===== src/sv/bkms_pkg.sv =====
// ----------------------------------------------------------------------------
// bkms_pkg
// Shared types, constants and the FNV-1 step for the bottom-k sketch block.
// ----------------------------------------------------------------------------
`default_nettype none

package bkms_pkg;

    // FNV-1 32-bit constants
    localparam logic [31:0] HASH_MULT = 32'd16777619;
    localparam logic [31:0] FNV_BASIS = 32'd2166136261;
    localparam logic [31:0] ALL_ONES  = 32'hffff_ffff;

    // Field widths
    localparam int CODE_W = 32;
    localparam int HASH_W = 32;
    localparam int SIZE_W = 6;
    localparam int RANK_W = 5;

    // Default sketch capacity
    localparam int MAX_SKETCH_DEF = 32;

    // Queue between the hash front and the sorting back
    localparam int QDEPTH = 8;
    localparam int QAW    = 3;
    localparam int QCW    = 4;

    // Number of hash steps, one byte each
    localparam int NSTEP = 4;

    // One hashed item in flight
    typedef struct packed {
        logic [HASH_W-1:0] hash;
        logic              last;
    } t_hash_item;

    // One FNV-1 round: multiply by the prime, then xor the byte
    function automatic logic [HASH_W-1:0] fnv_step(input logic [HASH_W-1:0] h,
                                                   input logic [7:0]        b);
        logic [HASH_W-1:0] prod;
        prod     = h * HASH_MULT;
        fnv_step = prod ^ {24'd0, b};
    endfunction

endpackage

`default_nettype wire


===== src/sv/bkms_fifo.sv =====
// ----------------------------------------------------------------------------
// bkms_fifo
// Short item queue between the hash front and the sorting back.
// ----------------------------------------------------------------------------
`default_nettype none

module bkms_fifo (
    input  wire logic                  i_clk,
    input  wire logic                  i_rst_n,
    input  wire logic                  i_push,
    input  wire bkms_pkg::t_hash_item  i_item,
    input  wire logic                  i_pop,
    output logic                       o_valid,
    output logic                       o_full,
    output bkms_pkg::t_hash_item       o_item
);

    bkms_pkg::t_hash_item             r_mem [bkms_pkg::QDEPTH];
    logic [bkms_pkg::QAW-1:0]         r_wp, r_rp;
    logic [bkms_pkg::QCW-1:0]         r_cnt;

    assign o_valid = (r_cnt != '0);
    assign o_full  = (r_cnt == bkms_pkg::QCW'(bkms_pkg::QDEPTH));
    assign o_item  = r_mem[r_rp];

    // Storage
    always_ff @(posedge i_clk) begin
        if (i_push) begin
            r_mem[r_wp] <= i_item;
        end
    end

    // Pointers and fill count
    always_ff @(posedge i_clk) begin
        if (!i_rst_n) begin
            r_wp  <= '0;
            r_rp  <= '0;
            r_cnt <= '0;
        end else begin
            if (i_push) begin
                r_wp <= r_wp + 1'b1;
            end
            if (i_pop) begin
                r_rp <= r_rp + 1'b1;
            end
            if (i_push && !i_pop) begin
                r_cnt <= r_cnt + 1'b1;
            end else if (!i_push && i_pop) begin
                r_cnt <= r_cnt - 1'b1;
            end
        end
    end

endmodule

`default_nettype wire


===== config.mk =====
export PLATFORM = sky130hd
export DESIGN_NAME = bkms_fifo
export DESIGN_NICKNAME = d
export VERILOG_FILES = /design/src/sv/bkms_pkg.sv /design/src/sv/bkms_fifo.sv
export SDC_FILE = /design/constraint.sdc
export NUM_CORES = 1
export LEC_CHECK = 0
export BUFFER_PORTS_ARGS = -buffer_cell sky130_fd_sc_hd__buf_2
export CORE_UTILIZATION = 60
export CTS_BUF_LIST = sky130_fd_sc_hd__clkbuf_4 sky130_fd_sc_hd__clkbuf_8 sky130_fd_sc_hd__clkbuf_16
export CTS_CLUSTER_SIZE = 28
export DETAILED_ROUTE_END_ITERATION = 10
export GPL_ROUTABILITY_DRIVEN = 0
export PLACE_DENSITY = 0.82
export SYNTH_ARGS = -nofsm -noshare
export SYNTH_HDL_FRONTEND = slang
export SYNTH_SLANG_ARGS = --single-unit

===== constraint.sdc =====
create_clock -name i_clk -period 4.2 [get_ports i_clk]
set_input_delay 0.42 -clock i_clk [delete_from_list [all_inputs] [get_ports i_clk]]
set_output_delay 0.42 -clock i_clk [all_outputs]
set_load 0.03 [all_outputs]

Yosys cells after proc, flatten, opt, wreduce, memory -nomap -nowiden
Memories as Yosys holds them, arrays and structs flattened. A register that Yosys moved wholly into a read port is not among the register bits.
Cells that the tools add are included.

cells by class
  $add $sub $neg = 4
  equality and inequality tests = 1
  muxes and demuxes = 6
  reductions and logical operators = 6

operators by type and width
  operator             count
  $mux 4               2
  $add 3x1->3 const B  2
  $mux 3               2
  $add 4x1->4 const B  1
  $eq 4x4->1 const B   1
  $reduce_bool 4->1    1
  $sub 4x1->4 const B  1
  $logic_and 1x1->1    2
  $logic_not 1->1      2
  $mux 1               2
  $reduce_bool 2->1    1

word-level totals
  register bits = 10
  bits in writable memories = 264
  output and inout port bits = 35
  word-level logic and storage cells = 21
  memories kept = 1

memories
  name   depth  bits a word  read ports  clocked after Yosys merged registers in  write ports  RTL line         source
  r_mem  8      33           1           1                                        1            bkms_fifo.sv:18  bkms_pkg::t_hash_item r_mem [bkms_pkg::QDEPTH];

Depth between registers and ports, before layout
  depth after elaboration = 4
  mapped depth = 8
  depth with buffers taken out = 8

Worst setup path before layout
OpenSTA, ideal clock, no wires.

  path kind = input to register
  from = input i_push
  to = memory r_mem[0][0] (netlist bit), enable pin
  setup time = 464 ps
  data arrival time = 2,788 ps
  required time = 3,736 ps
  setup slack = 948 ps
  stages on the path = 2
  path buffers = 0
  cell sequence = nand2b_1 nor3_1

between the ends
  word-level cells in the longest chain between the ends = 2

RTL lines
  what                          RTL line         source
  start, declared               bkms_fifo.sv:10  input wire logic i_push,
  $mux 1                        bkms_fifo.sv:28  if (i_push) begin
  $mux 1 (implied by the code)  bkms_fifo.sv:29  r_mem[r_wp] <= i_item;
  end, declared                 bkms_fifo.sv:18

Every way passes these cells.

==> impl_metrics.toml <==
[outcome]
status = "finished, final reports clean"

[pwr]
pwr-share-comb = 0.094
power_switching_mw = 1.39
ir_drop_mv = 0.344
clkPwrFrac = 0.396
power_density_nw_per_um2 = 509
p_seq_frac = 0.510
p_leak_nw = 3.98
p_int_mw = 4.81
total_power_mw = 6.20
switching_share = 0.224

[cts]
cts_root_buffer = "clkbuf_16"
cts_buffers = 28
cts_tree = "yes"
postCtsSetupBuffers = 0
clk_pin_slew_ns = 0.06
cts_buffer_depth = 3
htree_levels = 1
cts-hold-fix-buffers = 0
clk_latency_ns = 0.53
cts_resized = 0
clock-sinks = 277

[setup_path]
critPathLaunchType = "register"
crit_arrival_ns = 2.70
worstSetupPathType = "register to primary output"
worstPathRequired_ns = 3.78
path_max_fanout = 26
endpoint_kind = "primary output"

[drt]
drt_first_pass_iters = 5
drc = 0
vias_per_cell = 6.18
avgRoutedWirePerCell_um = 25.0
vias = 4885
drt_iter0_drc = 336
postRouteAntennaNets = 0
drt-total-wl_mm = 19.7

[synthesis]
netlist_instances = 450
syn_area_um2 = 10600
synth_top_area_cell = "edfxtp_1"
synth-main-ff-cell = "edfxtp_1"
post-synth-top-count-cell = "edfxtp_1"
netlist.area_leader.share = 0.751
synth.distinct_cells = 28
avgSynthCellArea_um2 = 23.5
seq_area_frac_synth = 0.775
yosys-top-cells-area = "edfxtp_1, mux4_2, mux2_2"
ys_async_sr_fraction = 0
ys_seq_elements = 277
netlist_top_cells_count = "edfxtp_1, mux4_2, mux2_2"
yosysWarnings = 0
synth_edf_count = 264
syn-num-nets = 493

[placed_design]
pre_cts_slack_ns = 1.66
port_buffers = 71
placed_cell_area_um2 = 11300
dpl.cell_count = 739
dp_hpwl_mm = 10.6

[floorplan]
start_util = 0.613
pin_count = 72
row_count = 48
core-area_um2 = 17200
die_h_um = 135
die_area_um2 = 18100
die_width_um = 135

[timing]
worst_slew_pin_slew_ns = 1.04
slew_violations = 0
min_period_ns = 3.12
finClkSkew_ns = 0.00974
fin_setup_tns_ns = 0
min_period_over_period = 0.743
finalSetupViolations = 0
rsz0062_at_grt = "false"
hold_violations = 0
timing.hold.ws_ns = 0.150
fmax_mhz = 320
slew_headroom = 0.307
layout_setup_ws_ns = 1.08

[grt]
grt_first_pass_wirelength_mm = 29.8
grt_pass1_vias = 5196
grt-ovfl-total = 0
grt_max_degree = 34
antenna_found_initial = 1
groute.usage.overall = 0.230

[worst_hold_path]
hp-class = "primary input to register"

[cells_and_area]
drive_above_1_share = 0.411
fin_cells = 791
area_delta_synth_final_pct = 15.3
fin_nets = 587
final_util = 0.707
fill_cells = 979
finalInstanceArea_um2 = 12200

[run]
drv_cap = 0
==> sequential cells by signal (all words and copies together) (netlist names), named ones only <==
name	count
r_cnt	4
r_mem	264
r_rp	3
r_wp	3
==> area by class of cell <==
cell class	count	area [um^2]	share of cell area
Multi-Input combinational cell	151	2300	0.189
Inverter	2	7.51	0.000616
Timing Repair Buffer	84	465	0.0382
Clock buffer	31	741	0.0608
Tap cell	225	282	0.0231
Antenna cell	1	2.50	0.000205
Clock inverter	20	186	0.0153
Sequential cell	277	8190	0.673
==> cells by family after synthesis <==
logic type,share of synthesized area
compound gates,0.00225
xor+xnor,0.00498
fa+ha+maj,0.00782
buf+inv,0.0121
flops,0.775
mux,0.182
simple gates,0.0159
==> layout by cell type (no fill, tap or decap), types with 3 or more instances in the layout <==
master and n:
and2_1 7, buf_2 71, buf_4 12, bufinv_16 3, clkbuf_16 29, clkinv_1 7
clkinv_2 6, dfxtp_1 10, edfxtp_1 264, ha_1 5, mux2_2 33, mux2i_1 4
mux4_1 6, mux4_2 60, nand2_1 6, nand2b_1 4, nor2_4 6, nor2b_1 3
xnor2_1 4
==> per-layer routing <==
metal / part of all wire / up-vias / track usage / wire length, um
li1: - / 2079 / - / -
met1: 0.38 / 2544 / 0.297 / 7510
met2: 0.53 / 217 / 0.398 / 10400
met3: 0.065 / 45 / 0.0379 / 1280
met4: 0.025 / 0 / 0.0818 / 501
met5: 0 / - / 0 / 0
==> final timing paths <==
| check | slack, ns | startpoint | endpoint | cells after the start |
|---|---|---|---|---|
| setup / recovery | 1.08 | register | o_item[1] | 4 |
| hold / removal | 0.15 | i_item[26] | r_mem[7][26]$_DFFE_PP_ | 1 |
| setup reg to reg | 2.10 | r_wp[1]$_SDFFE_PN0P_ | r_mem[6][3]$_DFFE_PP_ | 3 |
| hold reg to reg | 0.49 | r_cnt[3]$_SDFFE_PN0P_ | r_cnt[3]$_SDFFE_PN0P_ | 2 |
==> worst max-delay path, cell delays in order, from the launching register on <==
cell and delay [ns]:
dfxtp_4 0.67, buf_4 0.38, mux4_1 0.63, mux2_2 0.30, buf_2 0.18
==> power by group through the flow <==
stage          Combinational, mW  Sequential (mW)  Clock, mW
6_report                   0.584             3.16       2.46
5_1_grt                    0.619             3.17       2.60
4_1_cts                    0.591             3.16       2.49
3_5_place_dp               0.582             3.22          0
3_3_place_gp               0.567             3.21          0
2_1_floorplan              0.441             3.19          0
No activity file was read; power rests on OpenSTA's default activity.
