<file path="src/sv/bkms_pkg.sv">
// ----------------------------------------------------------------------------
// bkms_pkg
// Shared types, constants and the FNV-1 step for the bottom-k sketch block.
// ----------------------------------------------------------------------------
`default_nettype none

package bkms_pkg;

    // FNV-1 32-bit constants
    localparam logic [31:0] HASH_MULT = 32'd16777619;
    localparam logic [31:0] FNV_BASIS = 32'd2166136261;
    localparam logic [31:0] ALL_ONES  = 32'hffff_ffff;

    // Field widths
    localparam int CODE_W = 32;
    localparam int HASH_W = 32;
    localparam int SIZE_W = 6;
    localparam int RANK_W = 5;

    // Default sketch capacity
    localparam int MAX_SKETCH_DEF = 32;

    // Queue between the hash front and the sorting back
    localparam int QDEPTH = 8;
    localparam int QAW    = 3;
    localparam int QCW    = 4;

    // Number of hash steps, one byte each
    localparam int NSTEP = 4;

    // One hashed item in flight
    typedef struct packed {
        logic [HASH_W-1:0] hash;
        logic              last;
    } t_hash_item;

    // One FNV-1 round: multiply by the prime, then xor the byte
    function automatic logic [HASH_W-1:0] fnv_step(input logic [HASH_W-1:0] h,
                                                   input logic [7:0]        b);
        logic [HASH_W-1:0] prod;
        prod     = h * HASH_MULT;
        fnv_step = prod ^ {24'd0, b};
    endfunction

endpackage

`default_nettype wire

</file>
<file path="src/sv/bkms_back.sv">
// ----------------------------------------------------------------------------
// bkms_back
// Sorted store of the smallest hashes with parallel compare-and-shift
// insertion, and the sketch readout that shifts the store out in order.
// ----------------------------------------------------------------------------
`default_nettype none

module bkms_back #(
    parameter int MAX_SKETCH = bkms_pkg::MAX_SKETCH_DEF
) (
    input  wire logic                         i_clk,
    input  wire logic                         i_rst_n,
    input  wire logic [bkms_pkg::SIZE_W-1:0]  i_size,
    input  wire logic                         i_q_valid,
    input  wire bkms_pkg::t_hash_item         i_q_item,
    output logic                              o_q_pop,
    input  wire logic                         i_m_ready,
    output logic                              o_m_valid,
    output logic [bkms_pkg::HASH_W-1:0]       o_hash,
    output logic [bkms_pkg::RANK_W-1:0]       o_rank,
    output logic                              o_last
);

    localparam int CW = $clog2(MAX_SKETCH + 1);
    localparam int HW = bkms_pkg::HASH_W;

    typedef enum logic [1:0] {
        ST_IDLE = 2'b01,
        ST_EMIT = 2'b10
    } t_state;

    t_state               r_state, n_state;
    logic [HW-1:0]        r_store [MAX_SKETCH];
    logic [HW-1:0]        n_store [MAX_SKETCH];
    logic [HW-1:0]        w_ins   [MAX_SKETCH];
    logic [HW-1:0]        w_shift [MAX_SKETCH];
    logic [MAX_SKETCH:0]  w_lt;
    logic [CW-1:0]        r_idx, n_idx;
    logic [CW-1:0]        w_eff;
    logic                 w_final;
    logic                 r_ov, n_ov;
    logic [HW-1:0]        r_hash, n_hash;
    logic [CW-1:0]        r_rank, n_rank;
    logic                 r_last, n_last;

    // Effective sketch size: zero reads as one, saturates at capacity
    always_comb begin
        if (i_size == '0) begin
            w_eff = CW'(1);
        end else if (7'(i_size) > 7'(MAX_SKETCH)) begin
            w_eff = CW'(MAX_SKETCH);
        end else begin
            w_eff = CW'(i_size);
        end
    end

    assign w_final = (r_idx == w_eff - 1'b1);

    // Per-entry insert and shift-out values
    assign w_lt[0] = 1'b0;
    for (genvar k = 0; k < MAX_SKETCH; k++) begin : g_cell
        assign w_lt[k+1] = (i_q_item.hash < r_store[k]);
        if (k == 0) begin : g_head
            assign w_ins[k] = w_lt[k+1] ? i_q_item.hash : r_store[k];
        end else begin : g_body
            // equal entries stay ahead of the new hash
            assign w_ins[k] = !w_lt[k+1] ? r_store[k] :
                              (w_lt[k] ? r_store[k-1] : i_q_item.hash);
        end
        if (k == MAX_SKETCH - 1) begin : g_tail
            assign w_shift[k] = bkms_pkg::ALL_ONES;
        end else begin : g_mid
            assign w_shift[k] = r_store[k+1];
        end
    end

    // Control
    always_comb begin
        n_state = r_state;
        n_store = r_store;
        n_idx   = r_idx;
        n_ov    = r_ov & ~i_m_ready;
        n_hash  = r_hash;
        n_rank  = r_rank;
        n_last  = r_last;
        o_q_pop = 1'b0;
        case (r_state)
            ST_IDLE: begin
                if (i_q_valid) begin
                    o_q_pop = 1'b1;
                    n_store = w_ins;
                    if (i_q_item.last) begin
                        n_state = ST_EMIT;
                        n_idx   = '0;
                    end
                end
            end
            ST_EMIT: begin
                if (!r_ov || i_m_ready) begin
                    n_ov   = 1'b1;
                    n_hash = r_store[0];
                    n_rank = r_idx;
                    n_last = w_final;
                    if (w_final) begin
                        for (int k = 0; k < MAX_SKETCH; k++) begin
                            n_store[k] = bkms_pkg::ALL_ONES;
                        end
                        n_state = ST_IDLE;
                    end else begin
                        n_store = w_shift;
                        n_idx   = r_idx + 1'b1;
                    end
                end
            end
            default: begin
                n_state = ST_IDLE;
            end
        endcase
    end

    always_ff @(posedge i_clk) begin
        if (!i_rst_n) begin
            r_state <= ST_IDLE;
            r_ov    <= 1'b0;
            r_idx   <= '0;
            for (int k = 0; k < MAX_SKETCH; k++) begin
                r_store[k] <= bkms_pkg::ALL_ONES;
            end
        end else begin
            r_state <= n_state;
            r_ov    <= n_ov;
            r_idx   <= n_idx;
            r_store <= n_store;
        end
    end

    // Output payload
    always_ff @(posedge i_clk) begin
        r_hash <= n_hash;
        r_rank <= n_rank;
        r_last <= n_last;
    end

    assign o_m_valid = r_ov;
    assign o_hash    = r_hash;
    assign o_rank    = bkms_pkg::RANK_W'(r_rank);
    assign o_last    = r_last;

endmodule

`default_nettype wire

</file>
<file path="config.mk">
export PLATFORM = sky130hd
export DESIGN_NAME = bkms_back
export DESIGN_NICKNAME = d
export VERILOG_FILES = /design/src/sv/bkms_pkg.sv /design/src/sv/bkms_back.sv
export SDC_FILE = /design/constraint.sdc
export NUM_CORES = 2
export LEC_CHECK = 0
export BUFFER_PORTS_ARGS = -buffer_cell sky130_fd_sc_hd__clkbuf_2
export CORE_MARGIN = 2
export CORE_UTILIZATION = 41
export CTS_CLUSTER_DIAMETER = 30
export DETAILED_ROUTE_END_ITERATION = 8
export PLACE_DENSITY = 0.58
export SYNTH_ARGS = -nofsm -noshare
export SYNTH_HDL_FRONTEND = slang
export SYNTH_SLANG_ARGS = --single-unit
</file>
<file path="constraint.sdc">
create_clock -name i_clk -period 4.1 [get_ports i_clk]
set_input_delay 0.41 -clock i_clk [delete_from_list [all_inputs] [get_ports i_clk]]
set_output_delay 0.41 -clock i_clk [all_outputs]
set_load 0.02 [all_outputs]
</file>
# Word-level counts from Yosys, hierarchy flattened
# Cells that the tools add are included.
# word_totals
ff_bits	1071
latch_bits	0
mem_bits_rw	0
mem_bits_ro	0
input_bits	43
out_inout_bits	40
wordCells	237
memories	0
# op_classes
n_addsub	2
n_mul	0
div_mod_pow	0
magnitude_cmp	33
n_eq_ne	40
shifts	0
n_mux	83
bitwise_logic	2
reduce_logical	39
# op_table
operator	count
1024-bit 2-to-1 mux	3
1024-bit case mux with 2 select lines	1
32-bit 2-to-1 mux	63
32-bit less-than comparator	32
4-bit AND reduction	33
2-bit != test, second input constant	37
6-bit 2-to-1 mux	6
6-bit case mux with 2 select lines	1
2-bit 2-to-1 mux	4
6-bit by 1-bit adder with 6-bit output, second input constant	1
6-bit == test	1
6-bit greater-than comparator, second input constant	1
6-bit zero test	1
6-bit by 1-bit subtractor with 6-bit output, second input constant	1
5-bit AND reduction	1
1-bit 2-to-1 mux	4
2-bit case mux with 2 select lines	1
2-bit by 1-bit == test with 1-bit output, second input constant	1
2-bit == test, second input constant	1
2-bit AND reduction	1
2-bit nonzero test	1
1-bit bitwise AND	1
1-bit zero test	1
1-bit logical OR	1
1-bit inverter	1

# Longest topological paths before layout
# logic_depth
depth_word	8
depth_mapped	14
depth_no_buf	11

# Least setup slack after synthesis
# Ideal clock, no wire load.
# synth_path
path_type	input port to flip-flop
from	input i_size[1] (netlist bit)
to	register r_store[61] (netlist bit)
setup_time_ps	79
arrival_ps	2890
path_slack_ps	1131
path_stages	11
path_cell_list	nor4_2 -> o21ai_0 -> ha_1 -> xnor2_1 -> or4_4 -> nor3_4 -> a21oi_1 -> clkbuf_1 -> buf_2 -> a221o_1 -> o211ai_1
# synth_between
elab_chain_cells	8
elab_cells_between_ends	9
classes_between	1 x add/sub; 1 x order compare; 1 x eq/ne; 5 x mux; 1 x reduce/logical
# synth_lines
element	line_no	text
from (decl)	bkms_back.sv:13	input wire logic [bkms_pkg::SIZE_W-1:0] i_size,
6-bit greater-than comparator	bkms_back.sv:50	end else if (7'(i_size) > 7'(MAX_SKETCH)) begin
6-bit 2-to-1 mux	bkms_back.sv:50	
6-bit 2-to-1 mux (*)	bkms_back.sv:48	if (i_size == '0) begin
6-bit by 1-bit subtractor with 6-bit output (*)	bkms_back.sv:57	assign w_final = (r_idx == w_eff - 1'b1);
6-bit == test (*)	bkms_back.sv:57	
1024-bit 2-to-1 mux (*)	bkms_back.sv:104	if (w_final) begin
1024-bit 2-to-1 mux (*)	bkms_back.sv:99	if (!r_ov || i_m_ready) begin
1024-bit case mux with 2 select lines (*)	bkms_back.sv:87	case (r_state)
to (signal, indexed assignment)	bkms_back.sv:127	r_store[k] <= bkms_pkg::ALL_ONES;
to (signal assigned)	bkms_back.sv:133	r_store <= n_store;
to (decl)	bkms_back.sv:33	logic [HW-1:0] r_store [MAX_SKETCH];
# Mark *: on every way between the ends. The rest lies on a longest branch, timed or not. The select of a mux whose other input is x is not followed.
# A chain may end at the register's enable or synchronous reset.

# Worst setup path after layout
# layout_path
from	register r_state[1]
to	register r_store[970] (netlist bit)
# layout_between
elab_chain_cells	3
elab_cells_between_ends	8
classes_between	5 x eq/ne; 1 x mux; 2 x reduce/logical
# layout_lines
element	line_no	text
from (decl)	bkms_back.sv:32	t_state r_state, n_state;
from (signal assigned)	bkms_back.sv:130	r_state <= n_state;
2-bit by 1-bit == test with 1-bit output or 2-bit == test (tied branches)	bkms_back.sv:87	
2-bit != test (no source line) or 2-bit nonzero test (tied branches)	-	
4-bit AND reduction (no source line)	-	
# Several ways; a longest one is shown, not always the timed one.

==> results.sh <==
export IMPL_vdd_drop_max_mv=0.361
export IMPL_outcome="finished clean"
export IMPL_worstHoldStart="i_q_item[11]"
export IMPL_wl_mm=338
export IMPL_rr_startpoint="r_state[1]$_SDFFE_PN0P_"
export IMPL_setup_violations=0
export IMPL_crit_type="flop to flop"
export IMPL_post_dp_cell_area_mm2=0.0846
export IMPL_clk_pin_slew_worst_paths_ns=0.04
export IMPL_wl_met1_mm=140
export IMPL_wl_met2_mm=145
export IMPL_route_met3_wl_mm=33.5
export IMPL_cp_end_kind="flop"
export IMPL_ant_nets=0
export IMPL_wl_per_cell_um=26.7
export IMPL_fmax_ghz=0.290
export IMPL_start_util=0.412
export IMPL_grt_pass1_wl_mm=499
export IMPL_cts_max_level=5
export IMPL_worstPathRequired_ns=4.82
export IMPL_syn_nets=10800
export IMPL_post_cts_buffers=0
export IMPL_clock_latency_ns=0.94
export IMPL_yosysWarnings=0
export IMPL_drcViolationCount=0
export IMPL_cts_buffer_depth=4
export IMPL_numCtsBuffers=327
export IMPL_period_needed_ns=3.45
export IMPL_io_buffers=82
export IMPL_grt_start_max_net_pins=171
export IMPL_num_rows=161
export IMPL_drive_above_1_share=0.135
export IMPL_ios=83
export IMPL_die_width_um=443
export IMPL_power_density_mw_per_mm2=541
export IMPL_fp_dieH_um=443
export IMPL_maxCapViolCount=0
export IMPL_ys_seq_area_frac=0.276
export IMPL_p_leak_uw=0.0488
export IMPL_dp_final_hpwl_mm=242
export IMPL_finalMaxSlewViolations=0
export IMPL_synthCells=9811
export IMPL_core_area_mm2=0.192
export IMPL_synth_edf_count=38
export IMPL_cts_tree="built"
export IMPL_final_nets=10900
export IMPL_rsz0062_at_grt="false"
export IMPL_holdCritPathClass="input pin to flop"
export IMPL_cp_start_kind="flop"
export IMPL_syn_area_mm2=0.0790
export IMPL_arrival_ns=4.17
export IMPL_p_int_uw=35000
export IMPL_routed_via_density=6.36
export IMPL_r2r_cells=8
export IMPL_fin_skew_ns=0.0736
export IMPL_tns_ns=0
export IMPL_die_area_mm2=0.196
export IMPL_root_buffer="clkbuf_16"
export IMPL_grt_pass1_vias=77300
export IMPL_fin_crit_sh=0.842
export IMPL_timing_rr_end="r_store[970]$_SDFFE_PN1P_"
export IMPL_synthFlopType="dfxtp_1"
export IMPL_antenna_found_initial=22
export IMPL_switchingPower_uw=16700
export IMPL_cts_resized=0
export IMPL_grt_usage=0.331
export IMPL_synth_distinct_cells=81
export IMPL_ys_ff_latch=1071
export IMPL_swShare=0.323
export IMPL_routed_via_count=80500
export IMPL_drt_pre_antenna_iters=7
export IMPL_pwr_share_clk=0.492
export IMPL_r2r_slack_ns=0.65
export IMPL_seq_power_share=0.264
export IMPL_hold_depth=3
export IMPL_dr_max_layer_used="met5"
export IMPL_drt_iter0_markers=8725
export IMPL_slew_headroom=0.0142
export IMPL_holdPathEnd="r_store[202]$_SDFFE_PN1P_"
export IMPL_area_delta_synth_final_pct=21.1
export IMPL_grt_overflow=0
export IMPL_gp_congestion=0.966
export IMPL_design_area_mm2=0.0957
export IMPL_hold_viol_final=0
export IMPL_pwr_share_comb=0.245
export IMPL_cp_max_fo=32
export IMPL_tightest_slew_ns=1.47
export IMPL_avgSynthCellArea_um2=8.05
export IMPL_clock_sinks=1071
export IMPL_async_reset_ff_frac=0
## stage by stage
step	instances	util	power, uW	hold slack (ns)	setup slack (ns)
floorplan	9811	-	21500	0.439	1.13
global placement	12100	0.440	25700	0.453	0.199
detailed placement	12100	0.440	26100	0.463	0.189
CTS	12600	0.498	51500	0.0119	0.733
global route	12600	0.498	53800	0.0625	0.513
finish	12600	0.498	51800	0.0408	0.648
## metal layers
metal	up-vias	global-route usage
li1	36500	-
met3	890	0.0814
met1	39000	0.435
met5	-	0
met4	14	0.186
met2	4046	0.495
## sequential cells by signal, summed over array words and instances, names as in the netlist
name	count
r_state	2
o_m_valid	1
r_idx	6
r_rank	5
r_store	1024
o_last	1
o_hash	32
## worst max-delay path by stage
stage / end / from / slack [ns]
6_report: r_store[970]$_SDFFE_PN1P_ / r_state[1]$_SDFFE_PN0P_ / 0.65
5_1_grt: r_store[692]$_SDFFE_PN1P_ / r_store[679]$_SDFFE_PN1P_ / 0.51
4_1_cts: r_store[4]$_SDFFE_PN1P_ / r_store[45]$_SDFFE_PN1P_ / 0.73
3_5_place_dp: r_store[0]$_SDFFE_PN1P_ / i_q_item[15] / 0.19
3_3_place_gp: r_store[1]$_SDFFE_PN1P_ / i_q_item[15] / 0.20
2_1_floorplan: r_store[61]$_SDFFE_PN1P_ / i_size[1] / 1.13
## worst max-delay path, stage by stage, from the launching register on
cell     delay [ns]
dfxtp_1        0.46
nor2b_4        0.32
nand2_1        0.12
buf_4          0.26
o21ai_4        0.43
nand2_1        0.89
nor2_2         0.37
buf_12         0.24
a22oi_1        0.12
## logic make-up (layout without fill, tap and decap cells)
group	after synthesis	after routing	share of synthesized area
DFF	1071	1071	0.276
buffers and inverters	1829	2119	0.0910
adders and majority gates	994	994	0.157
other	0	22	0
muxes	541	541	0.0710
AOI/OAI and AO/OA	3128	3128	0.274
and+or+nand+nor	2244	2244	0.130
xor gates and xnor gates	4	4	0.000443
## power groups by stage
stage / clock network, uW / logic, uW / registers (uW)
2_1_floorplan: 0 / 8580 / 12900
3_3_place_gp: 0 / 12000 / 13700
3_5_place_dp: 0 / 12300 / 13700
4_1_cts: 25500 / 12400 / 13500
5_1_grt: 26200 / 14000 / 13700
6_report: 25400 / 12700 / 13600
## synth_stat cells, types with 15 or more instances
cell type | instances | area share
a211oi_1 | 66 | 0.0063
a21o_1 | 197 | 0.019
a21oi_1 | 669 | 0.042
a221o_1 | 74 | 0.0094
a221oi_1 | 31 | 0.0034
a22oi_1 | 158 | 0.015
a31oi_1 | 21 | 0.0017
and4_1 | 26 | 0.0029
buf_1 | 69 | 0.0033
buf_2 | 99 | 0.0063
buf_4 | 34 | 0.0032
clkbuf_1 | 594 | 0.028
dfxtp_1 | 1033 | 0.26
edfxtp_1 | 38 | 0.014
ha_1 | 994 | 0.16
inv_1 | 1019 | 0.048
mux2_2 | 157 | 0.022
mux2i_1 | 384 | 0.049
nand2_1 | 969 | 0.046
nand2b_1 | 56 | 0.0044
nand3_1 | 92 | 0.0058
nand4_1 | 386 | 0.031
nor2_1 | 488 | 0.023
nor2b_1 | 27 | 0.0021
nor3_1 | 109 | 0.0069
o2111ai_1 | 19 | 0.0021
o211ai_1 | 454 | 0.043
o21a_1 | 28 | 0.0027
o21ai_0 | 276 | 0.017
o21ai_1 | 191 | 0.012
o221ai_1 | 238 | 0.026
o221ai_2 | 47 | 0.0089
o22a_1 | 37 | 0.0041
o22ai_1 | 220 | 0.017
o311ai_0 | 15 | 0.0017
o311ai_1 | 99 | 0.011
o31ai_1 | 198 | 0.019
or4_1 | 34 | 0.0032
## final cells by class
cell class,instances,area [um^2]
diodes,22,55.1
clock buffers,466,9650
clock inverters,104,1410
fillers,18100,96300
inverters,1022,3840
multi-input cells,6911,50600
flip-flops and latches,1071,21800
well taps,2526,3160
repair buffers,527,5130
## placed cells by master, fill, tap and decap left out, types with 74 or more instances in the layout
master	count
a22oi_1	158
o31ai_1	196
o211ai_1	454
nor2_1	477
inv_1	1019
a21oi_1	662
ha_1	994
nand2_1	968
nor3_1	109
dfxtp_1	1033
o21ai_1	183
a21o_1	193
mux2_2	157
buf_12	108
o22ai_1	220
nand4_1	386
o21ai_0	273
buf_4	340
o221ai_1	237
nand3_1	92
clkbuf_16	336
a221o_1	74
mux2i_1	384
clkbuf_8	75
o311ai_1	95
## timing repair
| item | in CTS | in global routing |
|---|---|---|
| hold buffers | 2 | 0 |
| endpoints found under the setup margin | 0 | 0 |
| endpoints found under the hold margin | 18 | 0 |
(Power assumes the default switching activity.)
